$ cat src/design/particle_euler_integrator_top_assert.svh
// assertion macros for the particle integrator
// expects clk and rst in the scope of each use
`ifndef PARTICLE_EULER_INTEGRATOR_TOP_ASSERT_SVH
`define PARTICLE_EULER_INTEGRATOR_TOP_ASSERT_SVH
`ifndef SYNTH
`define PEI_ASSERT_NOW(label, ante, cons) \
  label: assert property (@(posedge clk) disable iff (rst) (ante) |-> (cons)) \
    else $error("pei assertion failed");
`define PEI_ASSERT_NEXT(label, ante, cons) \
  label: assert property (@(posedge clk) disable iff (rst) (ante) |=> (cons)) \
    else $error("pei assertion failed");
`else
`define PEI_ASSERT_NOW(label, ante, cons)
`define PEI_ASSERT_NEXT(label, ante, cons)
`endif
`endif

$ cat src/design/pei_pkg.sv
// shared types and constants of the particle integrator
// no dependencies
`timescale 1ns / 1ps
package pei_pkg;

  localparam int WORD_W    = 32;
  localparam int OP_W      = 2;
  localparam int CFG_IDX_W = 3;
  localparam int MASS_W    = 31;
  localparam int DAMP_W    = 17;
  localparam int STEP_W    = 31;
  localparam int LANES     = 3;

  typedef logic signed [WORD_W-1:0]   word_t;
  typedef logic signed [2*WORD_W-1:0] prod_t;

  localparam word_t WORD_MAX = {1'b0, {(WORD_W-1){1'b1}}};
  localparam word_t WORD_MIN = {1'b1, {(WORD_W-1){1'b0}}};

  // opcodes
  localparam logic [OP_W-1:0] OP_ADD_FORCE = 2'd0;
  localparam logic [OP_W-1:0] OP_INTEGRATE = 2'd1;
  localparam logic [OP_W-1:0] OP_SET_POS   = 2'd2;
  localparam logic [OP_W-1:0] OP_SET_VEL   = 2'd3;

  // register indexes
  localparam logic [CFG_IDX_W-1:0] CFG_INV_MASS = 3'd0;
  localparam logic [CFG_IDX_W-1:0] CFG_DAMPING  = 3'd1;
  localparam logic [CFG_IDX_W-1:0] CFG_STEP     = 3'd2;
  localparam logic [CFG_IDX_W-1:0] CFG_ACCEL_X  = 3'd3;
  localparam logic [CFG_IDX_W-1:0] CFG_ACCEL_Y  = 3'd4;
  localparam logic [CFG_IDX_W-1:0] CFG_ACCEL_Z  = 3'd5;

  localparam logic [MASS_W-1:0] INV_MASS_RST = 31'd0;
  localparam logic [DAMP_W-1:0] DAMPING_RST  = 17'd65536;
  localparam logic [STEP_W-1:0] STEP_RST     = 31'd1092;

  // multiplier operand pairs
  localparam logic [1:0] MUL_VEL_TS = 2'd0;
  localparam logic [1:0] MUL_FRC_IM = 2'd1;
  localparam logic [1:0] MUL_ACC_TS = 2'd2;
  localparam logic [1:0] MUL_NV_DMP = 2'd3;

  // what to do with the product register
  localparam logic [2:0] POST_NONE = 3'd0;
  localparam logic [2:0] POST_POS  = 3'd1;
  localparam logic [2:0] POST_ACC  = 3'd2;
  localparam logic [2:0] POST_NV   = 3'd3;
  localparam logic [2:0] POST_VEL  = 3'd4;

  typedef struct packed {
    logic       latch;
    logic       apply;
    logic       mul_en;
    logic [1:0] mul_sel;
    logic [2:0] post_sel;
    logic       load_out;
  } pei_cmd_t;

  typedef struct packed {
    logic [OP_W-1:0] op;
    logic            im_zero;
  } pei_status_t;

  typedef struct packed {
    word_t val;
    logic  ovf;
  } sat_word_t;

endpackage

$ cat src/design/pei_ctrl.sv
// sequencer of the particle integrator: handshakes and step schedule
// depends on pei_pkg and the assertion macro header
`timescale 1ns / 1ps
`include "particle_euler_integrator_top_assert.svh"
module pei_ctrl import pei_pkg::*; (
  input  logic        clk,
  input  logic        rst,
  input  logic        in_valid,
  output logic        in_ready,
  output logic        out_valid,
  input  logic        out_ready,
  input  pei_status_t status,
  output pei_cmd_t    cmd
);

  localparam logic [3:0] S_IDLE     = 4'd0;
  localparam logic [3:0] S_DECODE   = 4'd1;
  localparam logic [3:0] S_MUL_POS  = 4'd2;
  localparam logic [3:0] S_MUL_FRC  = 4'd3;
  localparam logic [3:0] S_POST_ACC = 4'd4;
  localparam logic [3:0] S_MUL_ACC  = 4'd5;
  localparam logic [3:0] S_POST_NV  = 4'd6;
  localparam logic [3:0] S_MUL_DMP  = 4'd7;
  localparam logic [3:0] S_POST_VEL = 4'd8;
  localparam logic [3:0] S_DONE     = 4'd9;

  logic [3:0] state;
  logic [3:0] state_next;
  logic       out_free;

  // no beat is taken while reset is held
  assign in_ready = (state == S_IDLE) && !rst;
  assign out_free = !out_valid || out_ready;

  always_comb begin
    state_next   = state;
    cmd          = '0;
    cmd.post_sel = POST_NONE;
    cmd.mul_sel  = MUL_VEL_TS;
    case (state)
      S_IDLE: begin
        if (in_valid) begin
          cmd.latch  = 1'b1;
          state_next = S_DECODE;
        end
      end
      S_DECODE: begin
        if (status.op == OP_INTEGRATE) begin
          // immovable particle skips straight to the result
          state_next = status.im_zero ? S_DONE : S_MUL_POS;
        end else begin
          cmd.apply  = 1'b1;
          state_next = S_DONE;
        end
      end
      S_MUL_POS: begin
        cmd.mul_en  = 1'b1;
        cmd.mul_sel = MUL_VEL_TS;
        state_next  = S_MUL_FRC;
      end
      S_MUL_FRC: begin
        cmd.mul_en   = 1'b1;
        cmd.mul_sel  = MUL_FRC_IM;
        cmd.post_sel = POST_POS;
        state_next   = S_POST_ACC;
      end
      S_POST_ACC: begin
        cmd.post_sel = POST_ACC;
        state_next   = S_MUL_ACC;
      end
      S_MUL_ACC: begin
        cmd.mul_en  = 1'b1;
        cmd.mul_sel = MUL_ACC_TS;
        state_next  = S_POST_NV;
      end
      S_POST_NV: begin
        cmd.post_sel = POST_NV;
        state_next   = S_MUL_DMP;
      end
      S_MUL_DMP: begin
        cmd.mul_en  = 1'b1;
        cmd.mul_sel = MUL_NV_DMP;
        state_next  = S_POST_VEL;
      end
      S_POST_VEL: begin
        cmd.post_sel = POST_VEL;
        state_next   = S_DONE;
      end
      S_DONE: begin
        if (out_free) begin
          cmd.load_out = 1'b1;
          state_next   = S_IDLE;
        end
      end
      default: state_next = S_IDLE;
    endcase
  end

  always_ff @(posedge clk) begin
    if (rst) begin
      state     <= S_IDLE;
      out_valid <= 1'b0;
    end else begin
      state <= state_next;
      if (cmd.load_out) begin
        out_valid <= 1'b1;
      end else if (out_ready) begin
        out_valid <= 1'b0;
      end
    end
  end

  `PEI_ASSERT_NEXT(a_load_shows_beat, cmd.load_out, out_valid)
  `PEI_ASSERT_NEXT(a_latch_then_decode, cmd.latch, state == S_DECODE)
  `PEI_ASSERT_NOW(a_load_only_when_free, cmd.load_out, !out_valid || out_ready)
  `PEI_ASSERT_NOW(a_apply_alone, cmd.apply, !cmd.mul_en && cmd.post_sel == POST_NONE)

endmodule

$ cat config.mk
export PLATFORM = sky130hd
export DESIGN_NAME = pei_ctrl
export DESIGN_NICKNAME = d
export VERILOG_FILES = /design/src/design/pei_pkg.sv /design/src/design/pei_ctrl.sv
export VERILOG_INCLUDE_DIRS = /design/src /design/src/design
export SDC_FILE = /design/constraint.sdc
export NUM_CORES = 1
export LEC_CHECK = 0
export ABC_CLOCK_PERIOD_IN_PS = 2200
export BUFFER_PORTS_ARGS = -buffer_cell sky130_fd_sc_hd__buf_2
export CAP_MARGIN = 20
export CORE_AREA = 4 4 41 43
export DETAILED_ROUTE_END_ITERATION = 8
export DIE_AREA = 0 0 45 47
export HOLD_SLACK_MARGIN = 0.03
export PLACE_DENSITY = 0.5
export SLEW_MARGIN = 20
export SYNTH_ARGS = -nofsm -noshare
export SYNTH_HDL_FRONTEND = slang
export SYNTH_SLANG_ARGS = --single-unit
$ cat constraint.sdc
create_clock -name clk -period 2.2 [get_ports clk]
set_input_delay 0.44 -clock clk [delete_from_list [all_inputs] [get_ports clk]]
set_output_delay 0.44 -clock clk [all_outputs]
set_load 0.02 [all_outputs]
==> flow_summary_export.csv <==
group,metric,value,unit
finish,drive_above_1_share,33.33,%
power_and_ir_drop,finalPower,0.0002988,W
logic_synthesis,synth.area.top_cells,"dfxtp_1, nor2_1, nor2b_1, nand4b_1, nor4b_1",
logic_synthesis,synth_top_area_share,26.85,%
logic_synthesis,syn-num-nets,56,
critical_path,cp-end-kind,"output port",
global_route,grt_pass1_vias,335,
clock_network,cts_tree,"yes",
detailed_routing,drt.antenna.violating_nets,0,
critical_path,cp.arrival,1.49,ns
global_route,grt_usage,9.256,%
logic_synthesis,synth_edf_count,0,
sta,rsz0062_at_grt,"no",
critical_path,crit_required,1.76,ns
clock_network,cts_sinks,5,
finish,area_delta_synth_final,28.52,%
logic_synthesis,ys_seq_elements,5,
sta,setup_viol,0,
hold_path,hold_path_startpoint,"rst",
sta,holdWs,0.4562,ns
floorplan,row_count,13,
clock_network,ctsResizeCount,0,
logic_synthesis,syn_area_per_cell,7.609,µm²
logic_synthesis,syn_inst,49,
clock_network,cts_root_buf,"clkbuf_4",
logic_synthesis,synth.most_common_cell,"nor2_1",
logic_synthesis,ys.flop_type,"dfxtp_1",
detailed_routing,wl_per_cell,11.12,µm
clock_network,cts_hold_buffers,0,
power_and_ir_drop,ir_worst_vdd,0.1651,mV
floorplan,chipHeight,47,µm
clock_network,cts_made_buffers,3,
sta,setup_tns,0,ns
hold_path,hold_class,"input port to flip-flop",
power_and_ir_drop,clkPwrFrac,35.5,%
job,cap_violations,0,
sta,post-route-period-util,87.51,%
finish,fin_util,36.83,%
sta,worst_pin_slew,0.4993,ns
global_route,grt_overflow,0,
placement,numPortBuffers,17,
power_and_ir_drop,internal_power,0.0002011,W
placement,place.gp.congestion,0.7492,
power_and_ir_drop,leakagePower,0.2091,nW
clock_network,clk_latency,0.24,ns
finish,fin_nets,74,
power_and_ir_drop,pwr-share-comb,25.5,%
power_and_ir_drop,p_sw_share,32.69,%
critical_path,cp-start-kind,"flip-flop",
global_route,grt_max_degree,17,
clock_network,post_cts_buffers,0,
critical_path,path_class,"flip-flop to output port",
power_and_ir_drop,power.density,623.5,mW/mm²
logic_synthesis,synth_common_cells,"nor2_1, dfxtp_1",
logic_synthesis,ys_seq_area_share,26.85,%
detailed_routing,drt_iter0_drc,2,
critical_path,crit_fanout,11,
finish,antennaDiodeCount,0,
detailed_routing,wl,901,µm
detailed_routing,vias_per_cell,4.716,
logic_synthesis,ys_warn_count,0,
logic_synthesis,synth_area,372.9,µm²
sta,slew_headroom,66.67,%
logic_synthesis,synth.distinct_cells,26,
clock_network,clock_path_buffers,2,
global_route,grt_pass1_wl,1414,µm
sta,fmax,519.4,MHz
floorplan,die_area,0.002115,mm²
floorplan,ios,18,
floorplan,core_area,0.001301,mm²
power_and_ir_drop,p_seq_share,39.0,%
detailed_routing,drc_errors,0,
logic_synthesis,yosysTopAreaCell,"dfxtp_1",
global_route,antenna_found_initial,0,
power_and_ir_drop,switching_power,0.00009767,W
floorplan,dieWidth,45,µm
floorplan,start_util,28.65,%
status,status,"complete, no violations",
placement,hpwl,673.6,µm
sta,skew,0.003711,ns
sta,slew_violations,0,
detailed_routing,vias,382,
logic_synthesis,synthArstFlopShare,0,%
clock_network,path_clk_slew,0.05,ns
detailed_routing,firstDrtPassIters,2,
clock_network,h-tree-depth,1,
sta,min_period,1.925,ns
sta,final_hold_viol_count,0,
critical_path,crit_path_start,"state[0]$_SDFFE_PP0P_",
critical_path,timing.rr.start,"state[0]$_SDFFE_PP0P_",
[power groups by stage]
stage	clock network [W]	registers, W	logic, W
final	0.000106	0.000116	0.0000763
after global routing	0.000113	0.000119	0.0000832
after CTS	0.000110	0.000116	0.0000771
after global placement	0	0.000117	0.0000773
after floorplan	0	0.000104	0.0000666
after detailed placement	0	0.000118	0.0000768
[layout make-up]
| type | count | area, µm² |
|---|---|---|
| Clock buffer | 4 | 26.28 |
| Tap cell | 15 | 18.77 |
| Inverter | 3 | 11.26 |
| Fill cell | 150 | 822.0 |
| Multi-Input combinational cell | 37 | 237.7 |
| Timing Repair Buffer | 17 | 85.08 |
| Sequential cell | 5 | 100.1 |
[per-layer routing]
| layer | share of wire (%) | vias up | GRT usage (%) |
|---|---|---|---|
| li1 | - | 207 | - |
| met1 | 49 | 165 | 13.24 |
| met2 | 47 | 10 | 12.43 |
| met3 | 4.2 | 0 | 0 |
| met4 | 0 | 0 | 8.772 |
| met5 | 0 | - | 0 |
[sequential cells by signal (all words and copies together) (netlist names)]
register,flops
out_valid,1
state,4
[stage by stage]
step                      instances  instance area, µm²  setup WS (ns)
after CTS                        81               479.2         0.2560
final                            81               479.2         0.2747
after global placement           77               452.9         0.5451
after floorplan                  49               372.9         0.3487
after detailed placement         77               452.9         0.5176
after global routing             81               479.2         0.1410
[critical path, stage by stage (launching register included)]
cell and delay [ns]:
dfxtp_1 0.41, or4_4 0.57, nor2_1 0.10, buf_2 0.17
[worst paths after layout]
| path | end | slack (ns) | cells past startpoint |
|---|---|---|---|
| setup / recovery | cmd[8] | 0.27 | 3 |
| hold / removal | state[3]$_SDFFE_PP0P_ | 0.46 | 2 |
| setup reg to reg | state[0]$_SDFFE_PP0P_ | 0.89 | 3 |
| hold reg to reg | out_valid$_SDFFE_PP0P_ | 0.54 | 2 |
[cells in the final DEF (no fill, tap or decap), types with 2 or more instances in the layout]
cell type  count
a21oi_1        2
buf_2         17
clkbuf_4       3
dfxtp_1        5
inv_1          3
nand2_1        3
nand4b_1       2
nor2_1         6
nor2b_1        3
nor3_1         3
nor3b_1        2
nor4b_1        2
xnor2_1        2
[logic make-up after synthesis]
kind of cell | share of synthesized area [%]
simple gates | 39.93
compound gates | 19.13
buf+inv | 9.395
flops | 26.85
xor+xnor | 4.699
Note: power is estimated with default switching activity, not from simulation.
